### src/rtl/core/irc_tok_pkg.sv
// ----------------------------------------------------------------------------
// irc_tok_pkg
// Shared types and field codes for the IRC line tokenizer.
// ----------------------------------------------------------------------------
package irc_tok_pkg;

  localparam int unsigned BYTE_W  = 8;
  localparam int unsigned TAG_W   = 3;
  localparam int unsigned PNUM_W  = 4;

  typedef logic [BYTE_W-1:0] byte_t;
  typedef logic [TAG_W-1:0]  tag_t;
  typedef logic [PNUM_W-1:0] pnum_t;

  // Field tags carried on the result channel
  localparam tag_t TAG_SEP   = 3'd0;
  localparam tag_t TAG_NICK  = 3'd1;
  localparam tag_t TAG_USER  = 3'd2;
  localparam tag_t TAG_HOST  = 3'd3;
  localparam tag_t TAG_CMD   = 3'd4;
  localparam tag_t TAG_MID   = 3'd5;
  localparam tag_t TAG_TRAIL = 3'd6;
  localparam tag_t TAG_EOL   = 3'd7;

  // Characters of interest
  localparam byte_t CH_CR    = 8'h0D;
  localparam byte_t CH_LF    = 8'h0A;
  localparam byte_t CH_SP    = 8'h20;
  localparam byte_t CH_HT    = 8'h09;
  localparam byte_t CH_VT    = 8'h0B;
  localparam byte_t CH_FF    = 8'h0C;
  localparam byte_t CH_COLON = 8'h3A;
  localparam byte_t CH_BANG  = 8'h21;
  localparam byte_t CH_AT    = 8'h40;
  localparam byte_t CH_LO_A  = 8'h61;
  localparam byte_t CH_LO_Z  = 8'h7A;
  localparam byte_t CASE_OFS = 8'h20;

  typedef struct packed {
    byte_t       data;
    tag_t        tag;
    pnum_t       pnum;
    logic        first;
    logic        done;
    logic        over;
  } tok_res_t;

endpackage

### src/rtl/core/irc_line_tokenizer.sv
// ----------------------------------------------------------------------------
// irc_line_tokenizer
// Tags each byte of an IRC text stream with the message field it belongs to.
// ----------------------------------------------------------------------------
// Every input beat yields exactly one result beat. A byte is captured in an
// input register, tagged by the parser logic and the result is held in an
// output register, so the block takes one byte per clock cycle while the
// result channel does not stall; the only loop is the update of the parser
// state. Back-pressure on the result channel stalls the input register and
// then the input channel. CR or LF ends a line and returns the parser to its
// line-start state.
module irc_line_tokenizer #(
  parameter int MAX_PARAMS = 15
) (
  input  logic               clk,
  input  logic               rst_n,
  input  logic               in_valid,
  output logic               in_ready,
  input  irc_tok_pkg::byte_t in_byte,
  output logic               out_valid,
  input  logic               out_ready,
  output irc_tok_pkg::byte_t out_byte,
  output irc_tok_pkg::tag_t  out_field_tag,
  output irc_tok_pkg::pnum_t out_param_number,
  output logic               out_field_first,
  output logic               out_line_done,
  output logic               out_too_many_params
);
  import irc_tok_pkg::*;

  logic     s1_valid_r;
  byte_t    s1_byte_r;
  logic     s1_adv;
  tok_res_t res;
  tok_res_t res_r;
  logic     out_valid_r;

  assign s1_adv   = s1_valid_r && (!out_valid_r || out_ready);
  assign in_ready = !s1_valid_r || s1_adv;

  irc_tok_fsm #(
    .MAX_PARAMS (MAX_PARAMS)
  ) u_fsm (
    .clk    (clk),
    .rst_n  (rst_n),
    .step   (s1_adv),
    .byte_i (s1_byte_r),
    .res_o  (res)
  );

  always_ff @(posedge clk) begin
    if (!rst_n) begin
      s1_valid_r  <= 1'b0;
      out_valid_r <= 1'b0;
    end else begin
      if (in_ready) begin
        s1_valid_r <= in_valid;
      end
      if (s1_adv) begin
        out_valid_r <= 1'b1;
      end else if (out_ready) begin
        out_valid_r <= 1'b0;
      end
    end
  end

  // Payload registers carry no reset
  always_ff @(posedge clk) begin
    if (in_valid && in_ready) begin
      s1_byte_r <= in_byte;
    end
    if (s1_adv) begin
      res_r <= res;
    end
  end

  assign out_valid           = out_valid_r;
  assign out_byte            = res_r.data;
  assign out_field_tag       = res_r.tag;
  assign out_param_number    = res_r.pnum;
  assign out_field_first     = res_r.first;
  assign out_line_done       = res_r.done;
  assign out_too_many_params = res_r.over;

endmodule

### src/rtl/core/irc_tok_fsm.sv
// ----------------------------------------------------------------------------
// irc_tok_fsm
// Line parser state and the per-byte tagging logic.
// ----------------------------------------------------------------------------
module irc_tok_fsm #(
  parameter int MAX_PARAMS = 15
) (
  input  logic                  clk,
  input  logic                  rst_n,
  input  logic                  step,
  input  irc_tok_pkg::byte_t    byte_i,
  output irc_tok_pkg::tok_res_t res_o
);
  import irc_tok_pkg::*;

  typedef enum logic [2:0] {
    PH_START  = 3'd0,
    PH_NICK   = 3'd1,
    PH_USER   = 3'd2,
    PH_HOST   = 3'd3,
    PH_PRECMD = 3'd4,
    PH_CMD    = 3'd5,
    PH_PARAMS = 3'd6,
    PH_TRAIL  = 3'd7
  } phase_t;

  localparam pnum_t MAX_P = PNUM_W'(MAX_PARAMS);

  phase_t phase_r, phase_nxt;
  pnum_t  count_r, count_nxt;
  logic   inside_r, inside_nxt;
  logic   content_r, content_nxt;
  logic   ovf_r, ovf_nxt;

  pnum_t  cnt_open;
  logic   ovf_open;
  logic   blank;
  logic   eol;
  tag_t   tag;
  logic   first;
  logic   use_pnum;

  always_comb begin
    blank = (byte_i == CH_SP) || (byte_i == CH_HT) || (byte_i == CH_VT) ||
            (byte_i == CH_FF);
    eol   = (byte_i == CH_CR) || (byte_i == CH_LF);

    // Effect of starting a new parameter, used only in the parameter phase
    if (count_r < MAX_P) begin
      cnt_open = count_r + 1'b1;
      ovf_open = ovf_r;
    end else begin
      cnt_open = count_r;
      ovf_open = 1'b1;
    end

    phase_nxt   = phase_r;
    count_nxt   = count_r;
    inside_nxt  = inside_r;
    content_nxt = 1'b1;
    ovf_nxt     = ovf_r;
    tag         = TAG_SEP;
    first       = 1'b0;
    use_pnum    = 1'b0;

    if (eol) begin
      phase_nxt   = PH_START;
      count_nxt   = '0;
      inside_nxt  = 1'b0;
      content_nxt = 1'b0;
      ovf_nxt     = 1'b0;
      tag         = TAG_EOL;
    end else begin
      unique case (phase_r)
        PH_START: begin
          if (byte_i == CH_COLON) begin
            phase_nxt  = PH_NICK;
            inside_nxt = 1'b0;
          end else if (blank) begin
            phase_nxt = PH_PRECMD;
          end else begin
            phase_nxt = PH_CMD;
            tag       = TAG_CMD;
            first     = 1'b1;
          end
        end
        PH_NICK: begin
          if (byte_i == CH_BANG) begin
            phase_nxt  = PH_USER;
            inside_nxt = 1'b0;
          end else if (byte_i == CH_SP) begin
            phase_nxt  = PH_PRECMD;
            inside_nxt = 1'b0;
          end else begin
            tag        = TAG_NICK;
            first      = !inside_r;
            inside_nxt = 1'b1;
          end
        end
        PH_USER: begin
          if (byte_i == CH_AT) begin
            phase_nxt  = PH_HOST;
            inside_nxt = 1'b0;
          end else if (byte_i == CH_SP) begin
            phase_nxt  = PH_PRECMD;
            inside_nxt = 1'b0;
          end else begin
            tag        = TAG_USER;
            first      = !inside_r;
            inside_nxt = 1'b1;
          end
        end
        PH_HOST: begin
          if (blank) begin
            phase_nxt  = PH_PRECMD;
            inside_nxt = 1'b0;
          end else begin
            tag        = TAG_HOST;
            first      = !inside_r;
            inside_nxt = 1'b1;
          end
        end
        PH_PRECMD: begin
          if (!blank) begin
            phase_nxt = PH_CMD;
            tag       = TAG_CMD;
            first     = 1'b1;
          end
        end
        PH_CMD: begin
          if (blank) begin
            phase_nxt  = PH_PARAMS;
            inside_nxt = 1'b0;
          end else begin
            tag = TAG_CMD;
          end
        end
        PH_PARAMS: begin
          if (blank) begin
            inside_nxt = 1'b0;
          end else if (!inside_r && (byte_i == CH_COLON)) begin
            count_nxt  = cnt_open;
            ovf_nxt    = ovf_open;
            phase_nxt  = PH_TRAIL;
            inside_nxt = 1'b0;
          end else begin
            if (!inside_r) begin
              count_nxt = cnt_open;
              ovf_nxt   = ovf_open;
              first     = 1'b1;
            end
            inside_nxt = 1'b1;
            tag        = TAG_MID;
            use_pnum   = 1'b1;
          end
        end
        PH_TRAIL: begin
          tag        = TAG_TRAIL;
          first      = !inside_r;
          inside_nxt = 1'b1;
          use_pnum   = 1'b1;
        end
      endcase
    end

    res_o.data  = byte_i;
    if ((tag == TAG_CMD) && (byte_i >= CH_LO_A) && (byte_i <= CH_LO_Z)) begin
      res_o.data = byte_i - CASE_OFS;
    end
    res_o.tag   = tag;
    res_o.first = first;
    // Parameter index is the count after this byte, less one
    res_o.pnum  = (use_pnum && (count_nxt != '0)) ? (count_nxt - 1'b1) : '0;
    res_o.done  = eol && content_r;
    res_o.over  = eol ? ovf_r : ovf_nxt;
  end

  always_ff @(posedge clk) begin
    if (!rst_n) begin
      phase_r   <= PH_START;
      count_r   <= '0;
      inside_r  <= 1'b0;
      content_r <= 1'b0;
      ovf_r     <= 1'b0;
    end else if (step) begin
      phase_r   <= phase_nxt;
      count_r   <= count_nxt;
      inside_r  <= inside_nxt;
      content_r <= content_nxt;
      ovf_r     <= ovf_nxt;
    end
  end

endmodule
### config.mk
export PLATFORM = sky130hd
export DESIGN_NAME = irc_line_tokenizer
export DESIGN_NICKNAME = d
export VERILOG_FILES = /design/src/rtl/core/irc_tok_pkg.sv /design/src/rtl/core/irc_line_tokenizer.sv /design/src/rtl/core/irc_tok_fsm.sv
export SDC_FILE = /design/constraint.sdc
export NUM_CORES = 1
export LEC_CHECK = 0
export BUFFER_PORTS_ARGS = -buffer_cell sky130_fd_sc_hd__buf_4
export CAP_MARGIN = 20
export CORE_MARGIN = 4
export CORE_UTILIZATION = 55
export CTS_CLUSTER_SIZE = 30
export DETAILED_ROUTE_END_ITERATION = 10
export PLACE_DENSITY = 0.77
export SLEW_MARGIN = 20
export SYNTH_ARGS = -nofsm -noshare
export SYNTH_HDL_FRONTEND = slang
export SYNTH_HIERARCHICAL = 1
export SYNTH_SLANG_ARGS = --single-unit
### constraint.sdc
create_clock -name clk -period 3.07 [get_ports clk]
set_input_delay 0.1535 -clock clk [delete_from_list [all_inputs] [get_ports clk]]
set_output_delay 0.1535 -clock clk [all_outputs]
set_load 0.05 [all_outputs]
==> impl_metrics.toml, run 1 <==
[critical_path]
r2r-end = "out_param_number[0]"
worstPathArrival_ps = 2950
cpPeakStageDelay_ps = 580
r2r_slack_ps = 160
cp-start-kind = "flip-flop"
critPathBufInv = 0
r2r_cells = 10
critPathRequiredTime_ps = 3110
crit_path_end_kind = "flip-flop"
crit_path_top_delay_cell = "or4b_4"
path_class = "flip-flop to flip-flop"
crit_chain = "ha_1 -> nor3b_1 -> and2_4 -> or4b_4 -> mux2_2 -> nand2_1 -> ha_1 -> o21ai_0 -> o21ai_0 -> nor2_1"
crit_family = "simple AND/OR/NAND/NOR gates"
cp_max_fo = 8
rr_startpoint = "s1_byte_r[5]"

[yosys]
synth-xor-area-share_pct = 0.388
async_flop_share_pct = 0
yosys.area_share.adder_pct = 2.77
synthFlopType = "edfxtp_1"
synth_top_family_by_area = "simple AND/OR/NAND/NOR gates"
ys_types = 58
synth_top_area_share_pct = 34.6
synth_compound_area_share_pct = 18.1
syn-instance-count = 229
ys_top_cells_by_area = "edfxtp_1 (35%), dfxtp_1 (11%), nand2_1 (4.0%)"
synthMuxAreaShare_pct = 1.39
yosysTopAreaCell = "edfxtp_1"
synthesis.nets = 246
synth_seq_cells = 38
synthSimpleGateAreaFrac_pct = 25.3
yosysWarnings = 6
ys_seq_area_share_pct = 45.2
synth_area_um2 = 2260
syn-mean-instance-area_um2 = 9.86
synth_edf_count = 26

[clocking]
cts_sinks = 38
htreeDepth = 2
clk_path_buf_depth = 2
cts_buffers = 5
clock_tree.root_cell = "clkbuf_8"
insertion_delay_ps = 290
hold_buffers = 0
cts.clk_slew.worst_paths_ps = 70
cts_tree = "yes"

[timing]
setup_violations = 0
fin_crit_ps = 2910
fin_skew_ps = 5.89
post-route-period-util_pct = 94.8
worst_pin_slew_ps = 953
slew_headroom_pct = 36.2
slew_viol_final = 0
hold_viol = 0
setup_total_negative_slack_ps = 0
fmax_mhz = 344
grt_setup_unrepaired = "no"

[routing]
drt_iter0_drc = 170
drc = 0
num_vias = 1854
met3_length_um = 483
drt_pass1_iterations = 5
routedWlPerCell_um = 16.0
wirelength_met1_um = 2240
ant_nets = 0
route.met2.wl_um = 2070
vias_per_cell = 6.00
top_layer = "met4"
finalWirelength_um = 4930

[die]
ios = 32
core_um2 = 4000
die_w_um = 72.1
start_util_pct = 56.5
die_h_um = 72.1
rows = 23
dieArea_um2 = 5200

[grt]
grt_pass1_wl_um = 8070
gr-total-overflow = 0
grtUsageTotal_pct = 20.1
grt_max_degree = 21
antenna_found_initial = 0
grt_pass1_vias = 1672

[final_layout]
n_antenna_cell = 0
syn_to_final_growth_pct = 14.1
drive_gt1_share_pct = 22.4
final_util_pct = 64.4
fin_cells = 309
fillers = 316
nNetsFinal = 275
stdcell_area_um2 = 2580

[power_and_ir_drop]
p_total_mw = 1.08
ir_worst_vdd_uv = 254
leakage_nw = 1.05
power_density_nw_per_um2 = 418

[worst_hold_path]
whs_path_depth = 1
whs_endpoint = "s1_byte_r[7]"
worstHoldPathType = "primary input to flip-flop"
hp-start = "in_byte[7]"

[placement]
placed_area_um2 = 2480
dp_hpwl_um = 3520
placed_cells = 300
port_buffers = 31
gp_congestion = 0.941

[outcome]
status = "finished, final reports clean"

[run]
maxCapViolations = 0
[where the power goes]
group          internal [mW]  switching [mW]
clock network          0.158           0.165
logic                 0.0595           0.105
registers              0.572          0.0184
total                  0.790           0.288
[logic make-up after synthesis]
logic type                 Yosys count
DFF                                 38
AOI/OAI and AO/OA                   60
adders and majority gates            5
buffers and inverters               26
xor gates and xnor gates             1
and+or+nand+nor                     96
muxes                                3
[synthesized netlist by cell type (4+ instances only)]
master and instances:
and2_1 4, a21oi_1 11, nor3_1 6, buf_4 7, ha_1 5, nor3b_1 4, o21ai_0 11, edfxtp_1 26
nor2_1 17, o21a_1 6, a31oi_1 5, nand2_1 24, inv_1 10, clkbuf_1 5, dfxtp_1 12, o31ai_1 4
nor2b_1 6
[how the worst max path moves through the flow]
stage | start | to | slack [ps] | depth (start not counted)
final | s1_byte_r[5] | out_param_number[0] | 160 | 10
after global routing | s1_byte_r[5] | out_param_number[0] | 8 | 10
after CTS | s1_byte_r[6] | out_param_number[0] | 180 | 11
after detailed placement | s1_byte_r[6] | out_param_number[0] | 190 | 11
after global placement | s1_byte_r[5] | out_param_number[0] | 290 | 10
after floorplan | s1_byte_r[5] | out_param_number[0] | 340 | 11
[layout make-up]
type	instances	area, um2	area share (%)
Sequential cell	38	1020	39.6
Inverter	10	37.5	1.46
Clock buffer	7	76.3	2.96
Timing Repair Buffer	38	285	11.1
Multi-Input combinational cell	165	1090	42.3
Clock inverter	1	3.75	0.146
Tap cell	50	62.6	2.43
[cells in the final DEF, fill, tap and decap left out, drive strengths merged, types with 4 or more instances in the layout]
cell / n
buf: 38
nor3: 7
o21ai: 11
o21a: 6
nor2: 17
nand2: 24
ha: 5
a21oi: 11
clkbuf: 7
dfxtp: 12
and2: 5
inv: 10
nor2b: 7
nand3b: 4
nor3b: 4
edfxtp: 26
o31ai: 4
nor4: 4
a31oi: 5
[repair_timing]
item | 4_1_cts | 5_1_grt
buffers inserted | 0 | 1
endpoints found under the setup margin | 0 | 3
resized for setup | 0 | 1
[routing by layer]
metal | vias up | track usage, %
met1 | 830 | 29.2
met3 | 18 | 5.40
met2 | 97 | 26.2
li1 | 909 | -
met4 | 0 | 12.1
met5 | - | 0
[through the flow]
| step | hold slack, ps | worst slack, ps |
|---|---|---|
| detailed placement | 333 | 195 |
| CTS | 25.3 | 184 |
| floorplan | 252 | 341 |
| global route | 24.1 | 8.00 |
| global placement | 332 | 294 |
| finish | 30.3 | 159 |
[sequential cells by signal (all words and copies together) (netlist names)]
register             cells
out_valid                1
out_byte                 8
out_field_tag            3
out_param_number         4
out_too_many_params      1
s1_byte_r                8
u_fsm/phase_r            3
u_fsm/count_r            4
u_fsm/ovf_r              1
s1_valid_r               1
u_fsm/inside_r           1
u_fsm/content_r          1
out_field_first          1
out_line_done            1
(Power assumes the default switching activity.)
==> run 2, diff against run 1 <==
--- a/config.mk
+++ b/config.mk
@@ -5,6 +5,7 @@
 export SDC_FILE = /design/constraint.sdc
 export NUM_CORES = 1
 export LEC_CHECK = 0
+export ABC_CLOCK_PERIOD_IN_PS = 3070
 export BUFFER_PORTS_ARGS = -buffer_cell sky130_fd_sc_hd__buf_4
 export CAP_MARGIN = 20
 export CORE_MARGIN = 4
@@ -15,5 +16,4 @@
 export SLEW_MARGIN = 20
 export SYNTH_ARGS = -nofsm -noshare
 export SYNTH_HDL_FRONTEND = slang
-export SYNTH_HIERARCHICAL = 1
 export SYNTH_SLANG_ARGS = --single-unit
==> impl_metrics.toml, run 2 <==
[outcome]
status = "finished, final reports clean"

[critical_path]
cpPeakStageDelay_ps = 500
r2r-end = "out_param_number[2]"
critPathRequiredTime_ps = 3120
crit_end = "out_param_number[2]"
cp_max_fo = 4
crit_path_frequent_cell = "ha_1"
worstPathArrival_ps = 2940
path_class = "flip-flop to flip-flop"
r2r_slack_ps = 180
cp.depth = 10
crit_chain = "inv_1 -> ha_1 -> or3b_2 -> o211ai_1 -> nor2_1 -> mux2i_1 -> or2_2 -> ha_1 -> and3_1 -> o21a_1"
rr_startpoint = "s1_byte_r[6]"
critical_path.startpoint = "s1_byte_r[6]"
cp-start-kind = "flip-flop"
crit_path_end_kind = "flip-flop"
r2r_cells = 10
crit_family = "simple AND/OR/NAND/NOR gates"
crit_path_top_delay_cell = "or3b_2"
critPathBufInv = 1

[final_layout]
syn_to_final_growth_pct = 17.5
final_util_pct = 68.7
fillers = 313
stdcell_area_um2 = 2590
drive_gt1_share_pct = 23.0
n_antenna_cell = 0
nNetsFinal = 271
fin_cells = 304
final_cell_mix = "buf_4 (38), edfxtp_1 (26), nor2_1 (20), nand2_1 (20), dfxtp_1 (12)"
layout_commonest_cell = "buf_4"

[clocking]
cts_buffers = 5
insertion_delay_ps = 290
cts.clk_slew.worst_paths_ps = 70
htreeDepth = 2
cts_resized = 0
clk_path_buf_depth = 2
cts_tree = "yes"
clock_tree.root_cell = "clkbuf_8"
cts_sinks = 38

[yosys]
ys_seq_area_share_pct = 46.3
async_flop_share_pct = 0
synthFlopType = "edfxtp_1"
synth_seq_cells = 38
ys_types = 63
ys_top_cells_by_area = "edfxtp_1 (35%), dfxtp_1 (11%), nand2_1 (3.4%)"
synth_top_area_share_pct = 35.4
synth_edf_count = 26
synth_area_um2 = 2210
yosysTopAreaCell = "edfxtp_1"
synthesis.nets = 238
yosysWarnings = 0
post-synth-top-count-cell = "edfxtp_1"
syn-instance-count = 222
syn-mean-instance-area_um2 = 9.94
synth_commonest_cells = "edfxtp_1 (26), nand2_1 (20), nor2_1 (20), dfxtp_1 (12), a21oi_1 (11)"

[run]
maxCapViolations = 0

[worst_hold_path]
worstHoldPathType = "primary input to flip-flop"

[die]
die_h_um = 71.3
ios = 32
die_w_um = 71.3
start_util_pct = 58.5
dieArea_um2 = 5090
rows = 22
core_um2 = 3770

[timing]
slew_headroom_pct = 44.2
setup_violations = 0
fin_crit_ps = 2890
worst_pin_slew_ps = 815
grt_setup_unrepaired = "no"
hold_slack_ps = 32.6
setup_total_negative_slack_ps = 0
fmax_mhz = 346
hold_viol = 0
post-route-period-util_pct = 94.0
fin_skew_ps = 10.0
slew_viol_final = 0

[routing]
ant_nets = 0
drt_iter0_drc = 175
finalWirelength_um = 5030
routedWlPerCell_um = 16.6
drt_pass1_iterations = 4
vias_per_cell = 6.06
drc = 0
num_vias = 1843

[grt]
grt_pass1_wl_um = 7960
antenna_found_initial = 0
grtUsageTotal_pct = 20.0
grt_pass1_vias = 1624
grt_max_degree = 22
gr-total-overflow = 0

[placement]
placed_cells = 295
dp_hpwl_um = 3690
placed_area_um2 = 2480
port_buffers = 31
gp_congestion = 0.861

[power_and_ir_drop]
leakage_nw = 0.984
ir_worst_vdd_uv = 248
power_density_nw_per_um2 = 449
[run 2: changes by cell type in the layout (fill, tap and decap cells not counted), moves of 3 or more]
| cell | change |
|---|---|
| a211o_1 | +4 |
| nor3b_1 | -3 |
| o21ai_0 | -3 |
| a211oi_1 | -3 |
| nor2b_1 | -3 |
| and4_1 | -3 |
| and3b_1 | +3 |
| nor2_1 | +3 |
| nand2_1 | -4 |
[run 2: where the power goes]
group	internal, mW	switching, mW
sequential	0.571	0.0262
combinational	0.0573	0.0978
clock	0.243	0.167
total	0.872	0.291
[run 2: how the worst min path moves through the flow]
stage / start / cells after the start / endpoint
after floorplan: in_byte[0] / 0 / s1_byte_r[0]
after global placement: in_byte[1] / 1 / s1_byte_r[1]
after detailed placement: in_byte[1] / 1 / s1_byte_r[1]
after CTS: in_byte[1] / 1 / s1_byte_r[1]
after global routing: in_byte[7] / 1 / s1_byte_r[7]
final: in_byte[1] / 1 / s1_byte_r[1]
[run 2: cell type report]
cell class | count | area (um2) | share of cell area [%]
Multi-Input combinational cell | 162 | 1080 | 41.7
Sequential cell | 38 | 1020 | 39.4
Timing Repair Buffer | 38 | 285 | 11.0
Clock buffer | 7 | 76.3 | 2.94
Tap cell | 48 | 60.1 | 2.32
Inverter | 10 | 37.5 | 1.45
Clock inverter | 1 | 30.0 | 1.16
[run 2: kinds of logic (layout without fill, tap and decap cells)]
group,after synthesis,after routing,synth area share (%)
AOI/OAI and AO/OA,64,64,21.4
xor gates and xnor gates,1,1,0.397
adders and majority gates,4,4,2.27
buffers and inverters,22,56,4.65
DFF,38,38,46.3
muxes,1,1,0.454
and+or+nand+nor,92,92,24.6
[run 2: metal layers]
| metal | share of wire (%) | track usage, % |
|---|---|---|
| met1 | 44 | 27.0 |
| met2 | 46 | 31.1 |
| met3 | 8.1 | 5.05 |
| met4 | 1.6 | 7.52 |
| met5 | 0 | 0 |
[run 2: stage by stage]
stage | setup WS [ps] | power [mW]
after detailed placement | 176 | 0.761
after floorplan | 419 | 0.714
after global placement | 299 | 0.758
final | 184 | 1.16
after CTS | 155 | 1.17
after global routing | 22.5 | 1.21
[run 2: repair_timing]
action	CTS	global route
setup endpoints to repair	0	1
setup buffers	0	1
endpoints found under the hold margin	0	0
hold buffers	0	0
==> run 3, diff against run 2 <==
--- a/config.mk
+++ b/config.mk
@@ -9,10 +9,9 @@
 export BUFFER_PORTS_ARGS = -buffer_cell sky130_fd_sc_hd__buf_4
 export CAP_MARGIN = 20
 export CORE_MARGIN = 4
-export CORE_UTILIZATION = 55
+export CORE_UTILIZATION = 44
 export CTS_CLUSTER_SIZE = 30
 export DETAILED_ROUTE_END_ITERATION = 10
-export PLACE_DENSITY = 0.77
 export SLEW_MARGIN = 20
 export SYNTH_ARGS = -nofsm -noshare
 export SYNTH_HDL_FRONTEND = slang
==> impl_metrics.toml, run 3 (synthesized netlist as in run 2, its figures left out) <==
[outcome]
status = "finished, final reports clean"

[final_layout]
fin_cells = 322
final_cell_mix = "buf_4 (37), edfxtp_1 (26), nor2_1 (20), nand2_1 (20), dfxtp_1 (12)"
drive_gt1_share_pct = 23.5
layout_commonest_cell = "buf_4"
nNetsFinal = 270
n_antenna_cell = 0
syn_to_final_growth_pct = 19.7
fillers = 469

[die]
dieArea_um2 = 6210
rows = 25
ios = 32
die_w_um = 78.8
core_um2 = 4790
die_h_um = 78.8
start_util_pct = 46.1

[worst_hold_path]
whs_endpoint = "s1_byte_r[7]"
worstHoldPathType = "primary input to flip-flop"
whs_path_depth = 1
hp-start = "in_byte[7]"

[clocking]
clk_path_buf_depth = 2
cts_setup_buffers = 0
cts.clk_slew.worst_paths_ps = 80
htreeDepth = 2
insertion_delay_ps = 300
cts_sinks = 38
cts_buffers = 5
cts_resized = 0
hold_buffers = 0
cts_tree = "yes"
clock_tree.root_cell = "clkbuf_8"

[power_and_ir_drop]
power_frac_clock_pct = 40.7
combPwrFrac_pct = 12.2
switching_share_pct = 24.6
ir_worst_vdd_uv = 258
p_int_mw = 0.954
seqPwrFrac_pct = 47.0
leakage_nw = 0.997
power_density_nw_per_um2 = 480
switchingPower_mw = 0.312

[critical_path]
worstPathArrival_ps = 2900
path_class = "flip-flop to flip-flop"
cp-start-kind = "flip-flop"
crit_path_top_delay_cell = "or3b_2"
cp_max_fo = 4
crit_family = "simple AND/OR/NAND/NOR gates"
critPathRequiredTime_ps = 3130
crit_path_end_kind = "flip-flop"
critPathBufInv = 1
rr_startpoint = "s1_byte_r[6]"
r2r-end = "out_param_number[2]"
r2r_cells = 10
crit_chain = "inv_1 -> ha_1 -> or3b_2 -> o211ai_1 -> nor2_1 -> mux2i_1 -> or2_2 -> ha_1 -> and3_1 -> o21a_1"
critical_path.startpoint = "s1_byte_r[6]"
crit_path_frequent_cell = "ha_1"
r2r_slack_ps = 220
cpPeakStageDelay_ps = 500
cp.depth = 10

[routing]
vias_per_cell = 5.54
finalWirelength_um = 5030
ant_nets = 0
num_vias = 1785
drt_iter0_drc = 88
drt_pass1_iterations = 4
routedWlPerCell_um = 15.6
drc = 0

[placement]
dp_hpwl_um = 3690
port_buffers = 31
gp_congestion = 0.845
placed_cells = 314

[timing]
fin_skew_ps = 6.42
slew_viol_final = 0
worst_pin_slew_ps = 752
fin_crit_ps = 2850
fmax_mhz = 351
setup_violations = 0
hold_viol = 0
setup_total_negative_slack_ps = 0
grt_setup_unrepaired = "no"
slew_headroom_pct = 48.6
post-route-period-util_pct = 92.7

[grt]
grt_pass1_vias = 1710
grtUsageTotal_pct = 17.9
grt_pass1_wl_um = 8660
gr-total-overflow = 0
antenna_found_initial = 0
grt_max_degree = 22

[run]
maxCapViolations = 0
## run 3: cell types whose count changed in the layout (fill, tap and decap cells not counted)
cell,previous run,this run
clkbuf_1,2,0
buf_4,38,37
bufinv_16,1,2
clkinv_4,0,1
## run 3: layout make-up
type	instances	area, um2	share of cell area (%)
multi-input cells	162	1080	41.0
clock buffers	5	68.8	2.61
well taps	67	83.8	3.18
flip-flops and latches	38	1020	38.7
clock inverters	3	68.8	2.61
inverters	10	37.5	1.42
repair buffers	37	278	10.5
## run 3: per-layer routing
metal	GRT usage, %	part of all wire [%]	vias up
met5	0	0	-
met4	6.29	1.3	0
met2	26.0	43	49
li1	-	-	901
met3	3.29	5.7	7
met1	26.4	50	828
## run 3: worst max path at each step
stage | end | slack (ps)
global route | out_param_number[2] | 30
detailed placement | out_param_number[2] | 240
global placement | out_param_number[2] | 320
floorplan | out_param_number[2] | 420
CTS | out_param_number[2] | 220
finish | out_param_number[2] | 220
## run 3: worst reg2reg max path: cells and delay by family, from the launching register on
family | cells | cell delay (ps)
AO/OA/AOI/OAI | 2 | 450
buffers and inverters | 1 | 140
AND/OR/NAND/NOR | 4 | 1060
multiplexers | 1 | 150
flip-flops | 1 | 430
adder cells (fa/ha/maj) | 2 | 380
## run 3: stage by stage
step | util (%) | instance area [um2] | total power [mW] | hold slack [ps] | setup WS (ps)
floorplan | - | 2210 | 0.714 | 252 | 419
global placement | 52.3 | 2500 | 0.762 | 332 | 317
detailed placement | 52.3 | 2500 | 0.762 | 333 | 236
CTS | 55.2 | 2640 | 1.28 | 20.3 | 218
global route | 55.2 | 2640 | 1.31 | 13.1 | 33.9
finish | 55.2 | 2640 | 1.27 | 28.7 | 223
## run 3: power groups by stage
stage / clock, mW / sequential [mW] / combinational, mW
CTS: 0.527 / 0.595 / 0.155
global placement: 0 / 0.606 / 0.155
detailed placement: 0 / 0.607 / 0.155
global route: 0.544 / 0.599 / 0.170
floorplan: 0 / 0.631 / 0.0835
finish: 0.516 / 0.595 / 0.155
